<file path="src/ptba_pkg.sv">
`timescale 1ns / 1ps
// shared types and helpers for the peer traffic byte accounting block
// no dependencies; used by ptba_cell and peer_traffic_byte_accounting
package ptba_pkg;

  // direction codes of a result
  localparam logic [1:0] DIR_NONE     = 2'd0;
  localparam logic [1:0] DIR_INBOUND  = 2'd1;
  localparam logic [1:0] DIR_OUTBOUND = 2'd2;

  // reset value of the local host address, 192.168.1.109
  localparam logic [31:0] LOCAL_ADDR_RESET = 32'hC0A8_016D;

  // input transfer payload
  typedef struct packed {
    logic [31:0] src_ip;
    logic [31:0] dst_addr;
    logic [15:0] total_len;
    logic [5:0]  minute;
  } in_item_t;

  // result transfer payload
  typedef struct packed {
    logic [1:0]  direction;
    logic [6:0]  slot;
    logic [31:0] slot_bytes;
    logic        table_full;
    logic        report_valid;
    logic [31:0] report_rx_bytes;
    logic [31:0] report_tx_bytes;
  } out_item_t;

  // lookup token handed from cell to cell
  typedef struct packed {
    logic        valid;
    logic        active;
    logic        is_tx;
    logic [31:0] peer;
    logic [15:0] len;
    logic        found;
    logic [6:0]  slot;
    logic [31:0] count;
  } token_t;

  // saturating add of a packet length to a 32-bit counter
  function automatic logic [31:0] sat_add(logic [31:0] a, logic [15:0] b);
    logic [32:0] sum;
    sum = {1'b0, a} + {17'b0, b};
    return sum[32] ? 32'hFFFF_FFFF : sum[31:0];
  endfunction

endpackage

</file>
<file path="src/ptba_cell.sv">
`timescale 1ns / 1ps
// one slot of the receive and send peer tables plus one token stage
// depends on ptba_pkg for the token type and saturating add
module ptba_cell (
  input  logic            clk,
  input  logic            rst_n,
  input  ptba_pkg::token_t tok_in,
  output ptba_pkg::token_t tok_out
);

  logic [31:0] rx_addr_r;
  logic [31:0] rx_bytes_r;
  logic [31:0] tx_addr_r;
  logic [31:0] tx_bytes_r;
  ptba_pkg::token_t tok_r;
  ptba_pkg::token_t tok_nxt;

  logic [31:0] sel_addr;
  logic [31:0] sel_bytes;
  logic [31:0] new_bytes;
  logic        hit;

  // pick the table this token works on and check for empty or matching slot
  assign sel_addr  = tok_in.is_tx ? tx_addr_r : rx_addr_r;
  assign sel_bytes = tok_in.is_tx ? tx_bytes_r : rx_bytes_r;
  assign new_bytes = ptba_pkg::sat_add(sel_bytes, tok_in.len);
  assign hit = tok_in.valid && tok_in.active && !tok_in.found &&
               ((sel_addr == 32'd0) || (sel_addr == tok_in.peer));

  // token update: claim here, or step the slot index on to the next cell
  always_comb begin
    tok_nxt = tok_in;
    if (hit) begin
      tok_nxt.found = 1'b1;
      tok_nxt.count = new_bytes;
    end else if (!tok_in.found) begin
      tok_nxt.slot = tok_in.slot + 7'd1;
    end
  end

  // slot storage
  always_ff @(posedge clk) begin
    if (!rst_n) begin
      rx_addr_r  <= '0;
      rx_bytes_r <= '0;
      tx_addr_r  <= '0;
      tx_bytes_r <= '0;
    end else if (hit) begin
      if (tok_in.is_tx) begin
        tx_addr_r  <= tok_in.peer;
        tx_bytes_r <= new_bytes;
      end else begin
        rx_addr_r  <= tok_in.peer;
        rx_bytes_r <= new_bytes;
      end
    end
  end

  // token stage toward the next cell
  always_ff @(posedge clk) begin
    if (!rst_n) begin
      tok_r <= '0;
    end else begin
      tok_r <= tok_nxt;
    end
  end

  assign tok_out = tok_r;

endmodule

</file>
<file path="config.mk">
export PLATFORM = sky130hd
export DESIGN_NAME = ptba_cell
export DESIGN_NICKNAME = d
export VERILOG_FILES = /design/src/ptba_pkg.sv /design/src/ptba_cell.sv
export SDC_FILE = /design/constraint.sdc
export NUM_CORES = 1
export LEC_CHECK = 0
export BUFFER_PORTS_ARGS = -buffer_cell sky130_fd_sc_hd__buf_2
export CORE_ASPECT_RATIO = 1.2
export CORE_MARGIN = 8
export CORE_UTILIZATION = 55
export DETAILED_ROUTE_END_ITERATION = 10
export PLACE_DENSITY = 0.81
export SYNTH_ARGS = -nofsm -noshare
export SYNTH_HDL_FRONTEND = slang
export SYNTH_SLANG_ARGS = --single-unit
</file>
<file path="constraint.sdc">
create_clock -name clk -period 6.65 [get_ports clk]
set_clock_uncertainty 0.05 [all_clocks]
set_input_delay 0.665 -clock clk [delete_from_list [all_inputs] [get_ports clk]]
set_output_delay 0.665 -clock clk [all_outputs]
set_load 0.02 [all_outputs]
</file>
---- After elaboration in Yosys (flattened, before gate mapping) ----
Index checks and enable logic that the tools add are counted.
word-level totals
  bits in registers ....................... 219
  input bits .............................. 93
  output and inout port bits .............. 91
cells by class
  add/sub/neg operators ................... 2
  equality and inequality tests ........... 1
  mux-type cells .......................... 7
  bitwise logic cells ..................... 1
  reductions and logical operators ........ 8
operators with widths
  operator                                     count
  two-way mux 32 bit                           4
  adder 32 x 16 -> 33 bit                      1
  == test 32 bit                               1
  logical NOT 32 bit                           1
  two-way mux 7 bit                            2
  adder 7 x 1 -> 7 bit, second input constant  1
  AND reduction 2 bit                          2
  logical AND 1 bit                            3
  logical NOT 1 bit                            1
  logical OR 1 bit                             1
  two-way mux 1 bit                            1
  inverter 1 bit                               1

---- Depth between registers and ports, before layout ----
Gate-level depths: netlist (run 1).
  depth in word-level cells ............... 5
  mapped depth ............................ 19
  mapped depth without buffers ............ 11

---- Worst setup path after synthesis (run 1) ----
OpenSTA, ideal clock, no wires.
  kind .................................... input-to-reg
  start point ............................. in tok_in[88] (netlist name)
  end point ............................... reg rx_bytes_r[27]
  library setup time ...................... 0.128 ns
  arrival time ............................ 5.189 ns
  setup slack ............................. 1.284 ns
  cell stages on the path ................. 17
  cell sequence ........................... buf_6 buf_4 buf_2 buf_1 buf_2 buf_2 buf_2 buf_1 mux2_2 ha_1 nand2_1 a2111oi_1 o211ai_1 a2111o_1 mux2_2 mux2i_1 nor2_1
on the way
  longest elaborated chain between the ends .. 5
  elaborated cells between the ends (all ways) .. 10
  classes of those cells .................. add/sub (1); eq/ne (1); mux (3); bitwise (1); reduce/logical (4)
RTL lines
  element                                                                          RTL line         RTL
  from (decl)                                                                      ptba_cell.sv:7   input ptba_pkg::token_t tok_in,
  parallel branches: the longest is 5 deep, another holds adder 32 x 16 -> 33 bit  n/a
  to (signal assigned)                                                             ptba_cell.sv:54  rx_bytes_r <= new_bytes;
  to (decl)                                                                        ptba_cell.sv:12  logic [31:0] rx_bytes_r;
Several ways; the timed one is not identified.
A chain may end at the register's enable or synchronous reset.

---- Worst setup path in the final report (run 1) ----
Same ends and word-level chain as after synthesis.

==> results.cfg, run 1 <==
[outcome]
status = completed

[timing]
setup_viol = 0
hold_ws_ns = 0.3528
report.final.slew_viol_count = 0
period_minus_slack_ns = 4.532
max_slew.worst_pin.slew_ns = 1.262
hold_violations = 0
achievable-frequency_mhz = 220.6
final.setup.tns_ns = 0
rsz_0062_raised_after_global_routing = false
final_min_period_over_clock_period_pct = 68.15
layout_setup_ws_ns = 2.118
relSlewSlack_pct = 15.59

[critical_path]
worstPathMaxFanout = 67
endpoint = rx_bytes_r[27]
timing.critical_path.from_type = primary input
crit_path_start = tok_in[88]
crit-reg2reg-launch = tx_addr_r[5]
crit_required_ns = 7.03
criticalPathCategory = primary input to flip-flop
critical_path.cell_chain = buf_4 -> buf_4 -> mux2_2 -> ha_1 -> a21oi_1 -> o21ai_0 -> a21oi_1 -> a211oi_4 -> a2111o_1 -> mux2_2 -> mux2i_1 -> nor2_1
worstRegToRegCells = 9
worst_path_largest_cell_delay_ns = 1.07
crit_path_top_delay_cell = sky130_fd_sc_hd__a211oi_4
critical_path.endpoint_type = flip-flop
ff2ff_setup_slack_ns = 3.07
rr_endpoint = tx_bytes_r[3]
timing.critical_path.arrival_ns = 4.91

[place]
place.detailed.instances = 1488
post_place_worst_slack_ns = 1.691
detailed_place_hpwl_mm = 17.99
placed_cell_area_sq_um = 10820
io_buffer_count = 183
finalWeightedCongestion = 0.8855

[synth]
synth_simple_gate_area_share_pct = 20.78
synth-edff-count = 0
synth_area_leader_cell = sky130_fd_sc_hd__dfxtp_1
synthArstFlopShare_pct = 0
post_synth_main_area_contributors = sky130_fd_sc_hd__dfxtp_1 (45%), sky130_fd_sc_hd__nand2_1 (7.2%), sky130_fd_sc_hd__a21oi_1 (6.2%)
synth_mux_area_share_pct = 8.116
synthFlopType = sky130_fd_sc_hd__dfxtp_1
largest_family_of_logic_cells_by_synthesized_area = simple AND/OR/NAND/NOR gates
yosys_warnings = 0
postSynthAreaPerCell_sq_um = 8.596
yosys.cell_types.count = 59
seq_area_frac_synth_pct = 44.51
syn-instance-count = 1146
post_synth_xor_area_fraction_pct = 4.623
synth_compound_gate_area_share_pct = 15.95
yosys_register_bits = 219
synth_fp_nets = 1257
post_synth_fa_ha_maj_area_fraction_pct = 2.363
yosys.area.top_type_share_pct = 44.51
syn-cell-area_sq_um = 9851

[run]
drv_cap = 0

[hold_path]
hold_path.class = primary input to flip-flop

[layout]
count_of_antenna_diodes_in_the_layout = 0
post_layout_nonfiller_instances = 1524
final_cell_mix = sky130_fd_sc_hd__dfxtp_1 (219), sky130_fd_sc_hd__nand2_1 (189), sky130_fd_sc_hd__buf_2 (182)
fin_area_sq_um = 11510
layout.nets = 1403
drive_gt1_share_pct = 19.71
post-route-util_pct = 65.73
area.growth.synth_to_final_pct = 16.82
commonest_non_fill_non_tap_cell_in_the_layout = sky130_fd_sc_hd__dfxtp_1

[detailed_routing]
drtPass1Iterations = 5
total_number_of_vias = 8629
post-route-drc-count = 0
detail_route.wl_per_cell_um = 17.05
vias_per_cell = 5.662
detail_route.iter0.violations = 628
finalWirelength_mm = 25.99
antenna_left = 0

[global_route]
grt_antenna_before_repair = 0
grt_first_pass_wirelength_mm = 42.01
groute.usage.overall_pct = 21.96
first_global_vias = 8677
overflow = 0
grt_max_degree = 86

[clock_network]
clock-root-buffer = sky130_fd_sc_hd__clkbuf_16
cts_inserted_buffers = 22
cts-root-to-sink-buffers = 3
holdBufCountCts = 0
clkSinkCount = 219
cts_tree = yes
cts_setup_buffers = 0
clock_insertion_delay_worst_skew_ns = 0.50
post_cts_sizing_count = 0
cts.htree.levels = 1
cts.reportedPaths.clkPinSlew_ns = 0.06

[pwr]
total_power_mw = 2.958
power.static_leakage_nw = 4.662
power_density_nw_per_um2 = 257.1
vdd.ir_drop.worst_v = 0.0002146

[die]
dieArea_sq_um = 22470
dieHeight_um = 162.6
initial_core_util_pct = 56.27
io-pin-count = 184
fp-row-count = 53
core_area_sq_um = 17510
die_w_um = 138.2
[synth_stat cells (3+ instances only)]
library cell,n
sky130_fd_sc_hd__nor3b_1,3
sky130_fd_sc_hd__nand3_1,27
sky130_fd_sc_hd__dfxtp_1,219
sky130_fd_sc_hd__xnor2_1,43
sky130_fd_sc_hd__nor3_1,13
sky130_fd_sc_hd__inv_1,4
sky130_fd_sc_hd__a21oi_1,122
sky130_fd_sc_hd__nor2_1,103
sky130_fd_sc_hd__a21o_1,6
sky130_fd_sc_hd__nand4_1,11
sky130_fd_sc_hd__and2_1,54
sky130_fd_sc_hd__clkbuf_1,38
sky130_fd_sc_hd__and3_1,4
sky130_fd_sc_hd__mux2i_1,54
sky130_fd_sc_hd__o211ai_1,3
sky130_fd_sc_hd__buf_4,6
sky130_fd_sc_hd__o21a_1,4
sky130_fd_sc_hd__a21boi_0,5
sky130_fd_sc_hd__buf_1,3
sky130_fd_sc_hd__xor2_1,9
sky130_fd_sc_hd__nand2_1,189
sky130_fd_sc_hd__buf_2,24
sky130_fd_sc_hd__and4_1,3
sky130_fd_sc_hd__nand3b_1,4
sky130_fd_sc_hd__a22oi_1,3
sky130_fd_sc_hd__a211oi_1,53
sky130_fd_sc_hd__mux2_2,23
sky130_fd_sc_hd__ha_1,17
sky130_fd_sc_hd__o21ai_0,42
sky130_fd_sc_hd__nand2b_1,4
sky130_fd_sc_hd__nor4_1,20
[worst min path at each step]
stage,start,end,slack [ns],depth (start not counted)
after global placement,rx_addr_r[15],rx_addr_r[15],0.39,2
after CTS,tok_in[43],tok_out[43],0.34,2
after global routing,tok_in[43],tok_out[43],0.34,2
after floorplan,tx_bytes_r[30],tx_bytes_r[30],0.38,2
final,tok_in[43],tok_out[43],0.35,2
after detailed placement,tx_bytes_r[30],tx_bytes_r[30],0.39,2
[worst max-delay path, delay by kind of cell]
kind	cells	cell delay [ns]
simple gates	1	0.12
fa+ha+maj	1	0.38
mux	3	0.67
buf+inv	2	1.25
compound gates	5	1.78
[logic make-up (layout without fill, tap and decap cells)]
| family | count (synthesis) | after routing |
|---|---|---|
| compound gates | 259 | 259 |
| buf+inv | 78 | 236 |
| fa+ha+maj | 18 | 18 |
| flops | 219 | 219 |
| mux | 77 | 77 |
| simple gates | 443 | 443 |
| xor+xnor | 52 | 52 |
[routing by layer]
metal | vias to the layer above | GRT usage (%) | wire length [um]
li1 | 4283 | - | -
met1 | 4019 | 25.46 | 11000
met2 | 282 | 39.32 | 12820
met3 | 45 | 4.901 | 1555
met4 | 0 | 7.125 | 615
met5 | - | 0 | 0
[layout make-up]
class / count / area [sq um]
fillers: 1495 / 6000
multi-input cells: 849 / 5119
flip-flops and latches: 219 / 4384
repair buffers: 195 / 1021
clock buffers: 30 / 631.9
well taps: 220 / 275.3
clock inverters: 6 / 55.05
inverters: 5 / 21.27
[state kept, by name (all words and copies together) (netlist names)]
signal / count
tok_out: 91
rx_addr_r: 32
rx_bytes_r: 32
tx_addr_r: 32
tx_bytes_r: 32
[report_power, final]
group          total [mW]  leakage, nW  internal (mW)  switching (mW)
clock network        1.20        0.343          0.698           0.499
registers            1.39         1.79           1.37          0.0230
logic               0.372         2.53          0.137           0.235
total                2.96         4.66           2.20           0.756
No activity file was read; power rests on OpenSTA's default activity.
==> run 2: changes to the inputs <==
CORE_UTILIZATION = 50   (was 55)
PLACE_DENSITY = 0.78   (was 0.81)
clock period = 3.8 ns   (was 6.65 ns; I/O delays follow)
==> run 2 against run 1 <==
Effect of this change:
- flip-flop and latch count did not move
- final cell count rose by 3.9%
- critical path depth rose by 1
- power rose by 83%
- sequential share of layout area fell by 1.4 points
- highest routed layer unchanged
- core utilization fell by 4.1 points
- wire length rose by 1.1%
- clock power rose by 91%
==> results.cfg, run 2 (synthesis gave the netlist of run 1 again) <==
[outcome]
status = completed

[layout]
drive_gt1_share_pct = 21.56
fillCellCount = 1675
final-seq-area_sq_um = 4384
area.growth.synth_to_final_pct = 21.36
largest_register_ffs = 91
final_cell_mix = sky130_fd_sc_hd__dfxtp_1 (219), sky130_fd_sc_hd__nand2_1 (189), sky130_fd_sc_hd__buf_2 (182)
layout.nets = 1417
count_of_antenna_diodes_in_the_layout = 0
commonest_non_fill_non_tap_cell_in_the_layout = sky130_fd_sc_hd__dfxtp_1
multi_input_area_sq_um = 5255

[timing]
period_minus_slack_ns = 3.286
rsz_0062_raised_after_global_routing = false
max_slew.worst_pin.slew_ns = 0.7704
relSlewSlack_pct = 48.64
final.setup.tns_ns = 0
achievable-frequency_mhz = 304.3
hold_violations = 0
final_min_period_over_clock_period_pct = 86.48
layout_setup_ws_ns = 0.5139
report.final.slew_viol_count = 0
setup_viol = 0

[global_route]
grt_max_degree = 85
overflow = 0
first_global_vias = 8628
grt_first_pass_wirelength_mm = 42.12
groute.usage.overall_pct = 21.05
grt_antenna_before_repair = 0

[detailed_routing]
finalWirelength_mm = 26.28
detail_route.wl_per_cell_um = 16.60
vias_per_cell = 5.494
detail_route.iter0.violations = 672
total_number_of_vias = 8697
post-route-drc-count = 0
antenna_left = 0
drtPass1Iterations = 5

[clock_network]
post_cts_sizing_count = 0
clock-root-buffer = sky130_fd_sc_hd__clkbuf_16
clock_insertion_delay_worst_skew_ns = 0.51
cts_inserted_buffers = 22
cts_tree = yes
clkSinkCount = 219
cts_setup_buffers = 0
holdBufCountCts = 0
cts.reportedPaths.clkPinSlew_ns = 0.07
cts-root-to-sink-buffers = 3
cts.htree.levels = 1

[place]
io_buffer_count = 183
post_place_worst_slack_ns = 0.02585
detailed_place_hpwl_mm = 18.37
finalWeightedCongestion = 0.9324

[pwr]
power.static_leakage_nw = 4.791
vdd.ir_drop.worst_v = 0.0003654
power_density_nw_per_um2 = 452.2

[critical_path]
criticalPathCategory = primary input to flip-flop
critical_path.endpoint_type = flip-flop
timing.critical_path.from_type = primary input
crit_path_top_delay_cell = sky130_fd_sc_hd__o41a_1
critical_path.cell_chain = buf_4 -> buf_12 -> mux2i_1 -> xnor2_1 -> nor4_1 -> buf_4 -> nand2_1 -> o41a_1 -> nor3_2 -> buf_4 -> buf_4 -> o21ai_0 -> a31oi_1
timing.critical_path.arrival_ns = 3.66
crit_top_cell = sky130_fd_sc_hd__buf_4
worstPathMaxFanout = 41
worst_path_largest_cell_delay_ns = 0.53
timing.critical_path.buf_inv = 5
crit_required_ns = 4.17
cpLargestDelayFamily = buffers and inverters

[die]
core_area_sq_um = 19410
fp-row-count = 56
die_w_um = 144.1
dieHeight_um = 169.8
dieArea_sq_um = 24470
initial_core_util_pct = 50.75
io-pin-count = 184

[run]
drv_cap = 0

[hold_path]
hold_path.class = primary input to flip-flop
==> run 2: through the flow <==
| stage | instance area [sq um] | instances | total power [mW] | hold slack (ns) | util (%) |
|---|---|---|---|---|---|
| 3_5_place_dp | 11190 | 1543 | 3.160 | 0.3994 | 57.65 |
| 2_1_floorplan | 10040 | 1146 | 2.928 | 0.3784 | - |
| 6_report | 11960 | 1583 | 5.406 | 0.06315 | 61.60 |
| 5_1_grt | 11960 | 1583 | 5.610 | 0.05157 | 61.60 |
| 4_1_cts | 11960 | 1583 | 5.446 | 0.05174 | 61.60 |
| 3_3_place_gp | 11190 | 1543 | 3.149 | 0.3905 | 57.65 |
==> run 2: cell type report <==
cell class                      count  area share (%)
Clock buffer                       30           5.118
Clock inverter                     10           1.298
Inverter                            5          0.1779
Multi-Input combinational cell    849           43.96
Sequential cell                   219           36.67
Tap cell                          261           2.732
Timing Repair Buffer              209           10.05
==> run 2: per-layer routing <==
layer	part of all wire (%)	vias to the layer above	wire, um	GRT usage [%]
li1	-	4307	-	-
met1	40	4062	10550	24.45
met2	50	272	13010	37.37
met3	7.2	56	1885	3.884
met4	3.1	0	825	8.250
met5	0	-	0	0
==> run 2: worst reg2reg max path, cell delays in order, from the launching register on <==
cell                       delay (ns)
sky130_fd_sc_hd__dfxtp_1         0.32
sky130_fd_sc_hd__mux2_2          0.27
sky130_fd_sc_hd__ha_1            0.38
sky130_fd_sc_hd__a211oi_2        0.10
sky130_fd_sc_hd__o211ai_1        0.27
sky130_fd_sc_hd__nand3_1         0.23
sky130_fd_sc_hd__a21boi_0        0.59
sky130_fd_sc_hd__nand2_1         0.26
sky130_fd_sc_hd__xor2_1          0.21
sky130_fd_sc_hd__nor3_1          0.28
sky130_fd_sc_hd__nor2_1          0.09
==> run 2: path summary, 6_finish.rpt <==
kind                 startpoint       endpoint  slack, ns  cells after the start
hold / removal       tok_in[90]    tok_out[90]       0.06                      2
hold reg to reg   rx_addr_r[15]  rx_addr_r[15]       0.41                      2
setup / recovery     tok_in[88]    tok_out[25]       0.51                     13
setup reg to reg  tx_bytes_r[2]    tok_out[22]       0.63                     10
==> run 2: where the power goes <==
group / internal [mW] / total, mW / switching (mW)
Clock: 1.40 / 2.29 / 0.892
Sequential: 2.39 / 2.43 / 0.0394
Combinational: 0.262 / 0.681 / 0.419
Total: 4.06 / 5.41 / 1.35
==> run 3: changes to the inputs <==
CORE_UTILIZATION = 40   (was 50)
PLACE_DENSITY = 0.66   (was 0.78)
==> run 3 against run 2 <==
Effect of this change:
- global-route usage shrank 3.4 points
- combinational power grew 0.7%
- non-clock buffer count grew 2
- final cell count grew 4.4%
- register-to-register slack gained 0.13 ns
- critical endpoint is now tx_addr_r[16]
==> results.cfg, run 3 (synthesis gave the netlist of run 1 again) <==
[clock_network]
cts-root-to-sink-buffers = 3
post_cts_sizing_count = 0
holdBufCountCts = 0
cts_inserted_buffers = 24
clock-root-buffer = sky130_fd_sc_hd__clkbuf_16
clock_insertion_delay_worst_skew_ns = 0.51
cts.htree.levels = 1
clkSinkCount = 219
cts.reportedPaths.clkPinSlew_ns = 0.06
cts_setup_buffers = 0
cts_tree = yes

[place]
place.detailed.instances = 1609
post_place_worst_slack_ns = 0.2281
placed_cell_area_sq_um = 11280
detailed_place_hpwl_mm = 19.12
io_buffer_count = 183
finalWeightedCongestion = 0.8556

[layout]
count_of_antenna_diodes_in_the_layout = 0
post-route-util_pct = 49.62
fillCellCount = 2342
post_layout_nonfiller_instances = 1653
layout.nets = 1421
commonest_non_fill_non_tap_cell_in_the_layout = sky130_fd_sc_hd__dfxtp_1
drive_gt1_share_pct = 22.29
largest_register_ffs = 91
fin_area_sq_um = 12120
final_cell_mix = sky130_fd_sc_hd__dfxtp_1 (219), sky130_fd_sc_hd__nand2_1 (189), sky130_fd_sc_hd__buf_2 (182)
area.growth.synth_to_final_pct = 23.08

[critical_path]
worstRegToRegCells = 11
timing.critical_path.from_type = primary input
criticalPathCategory = primary input to flip-flop
worstPathMaxFanout = 37
timing.critical_path.arrival_ns = 3.48
critical_path.endpoint_type = flip-flop
ff2ff_setup_slack_ns = 0.76
crit-reg2reg-launch = rx_bytes_r[3]
rr_endpoint = rx_bytes_r[27]
crit_required_ns = 4.19

[timing]
max_slew.worst_pin.slew_ns = 0.9687
relSlewSlack_pct = 35.42
period_minus_slack_ns = 3.087
layout_setup_ws_ns = 0.7130
report.final.slew_viol_count = 0
setup_viol = 0
rsz_0062_raised_after_global_routing = false
final.setup.tns_ns = 0
hold_ws_ns = 0.05846
achievable-frequency_mhz = 323.9
hold_violations = 0
final_min_period_over_clock_period_pct = 81.24

[detailed_routing]
vias_per_cell = 5.227
drtPass1Iterations = 5
total_number_of_vias = 8641
detail_route.wl_per_cell_um = 16.58
post-route-drc-count = 0
detail_route.iter0.violations = 390
antenna_left = 0
finalWirelength_mm = 27.42

[die]
core_area_sq_um = 24440
dieHeight_um = 187.9
fp-row-count = 63
die_w_um = 159.3
initial_core_util_pct = 40.31
dieArea_sq_um = 29920
io-pin-count = 184

[global_route]
first_global_vias = 8629
grt_antenna_before_repair = 1
grt_max_degree = 90
groute.usage.overall_pct = 17.63
grt_first_pass_wirelength_mm = 44.08
overflow = 0

[pwr]
power_density_nw_per_um2 = 458.5
vdd.ir_drop.worst_v = 0.0003500
total_power_mw = 5.558
power.static_leakage_nw = 4.842

[hold_path]
hold_start = tok_in[40]
min_delay_path_depth = 2
hold_path.class = primary input to flip-flop
holdPathEnd = tok_out[40]

[run]
drv_cap = 0

[outcome]
status = completed
## run 3: layout make-up
class | count | area, sq um | area share (%)
multi-input combinational | 849 | 5255 | 43.34
clock inverter | 14 | 156.4 | 1.290
tap | 325 | 406.6 | 3.354
inverter | 5 | 21.27 | 0.1754
clock buffer | 30 | 684.4 | 5.645
timing repair buffer | 211 | 1216 | 10.03
sequential | 219 | 4384 | 36.16
## run 3: power by group
part | switching [mW] | leakage (nW) | total [mW] | internal [mW]
Sequential | 0.0387 | 1.79 | 2.43 | 2.39
Combinational | 0.422 | 2.64 | 0.686 | 0.264
Clock | 0.959 | 0.413 | 2.44 | 1.48
## run 3: layer usage
layer / wire, um / part of all wire [%] / global-route usage, %
met1: 11540 / 42 / 20.38
met2: 13710 / 50 / 32.06
met3: 1642 / 6.0 / 3.817
met4: 512 / 1.9 / 5.015
met5: 10 / 0.036 / 0
## run 3: critical path, stage by stage
cell and delay [ns]:
sky130_fd_sc_hd__buf_4 0.24, sky130_fd_sc_hd__buf_12 0.28, sky130_fd_sc_hd__mux2i_1 0.27, sky130_fd_sc_hd__xnor2_1 0.10, sky130_fd_sc_hd__nor4_1 0.30, sky130_fd_sc_hd__buf_4 0.18, sky130_fd_sc_hd__nand2_1 0.08, sky130_fd_sc_hd__o41a_1 0.52
sky130_fd_sc_hd__nor4_4 0.37, sky130_fd_sc_hd__buf_4 0.43, sky130_fd_sc_hd__nand2_1 0.10, sky130_fd_sc_hd__a21oi_1 0.17
## run 3: how the worst max path moves through the flow
stage | start | to | slack [ns] | cells after the start
global placement | tok_in[88] | tok_out[23] | 0.23 | 11
floorplan | tok_in[88] | rx_bytes_r[27] | -0.005 | 17
finish | tok_in[88] | tx_addr_r[16] | 0.71 | 12
detailed placement | tok_in[88] | tok_out[23] | 0.23 | 11
global route | tok_in[88] | tx_bytes_r[15] | 0.47 | 11
CTS | tok_in[88] | tx_bytes_r[29] | 0.74 | 12
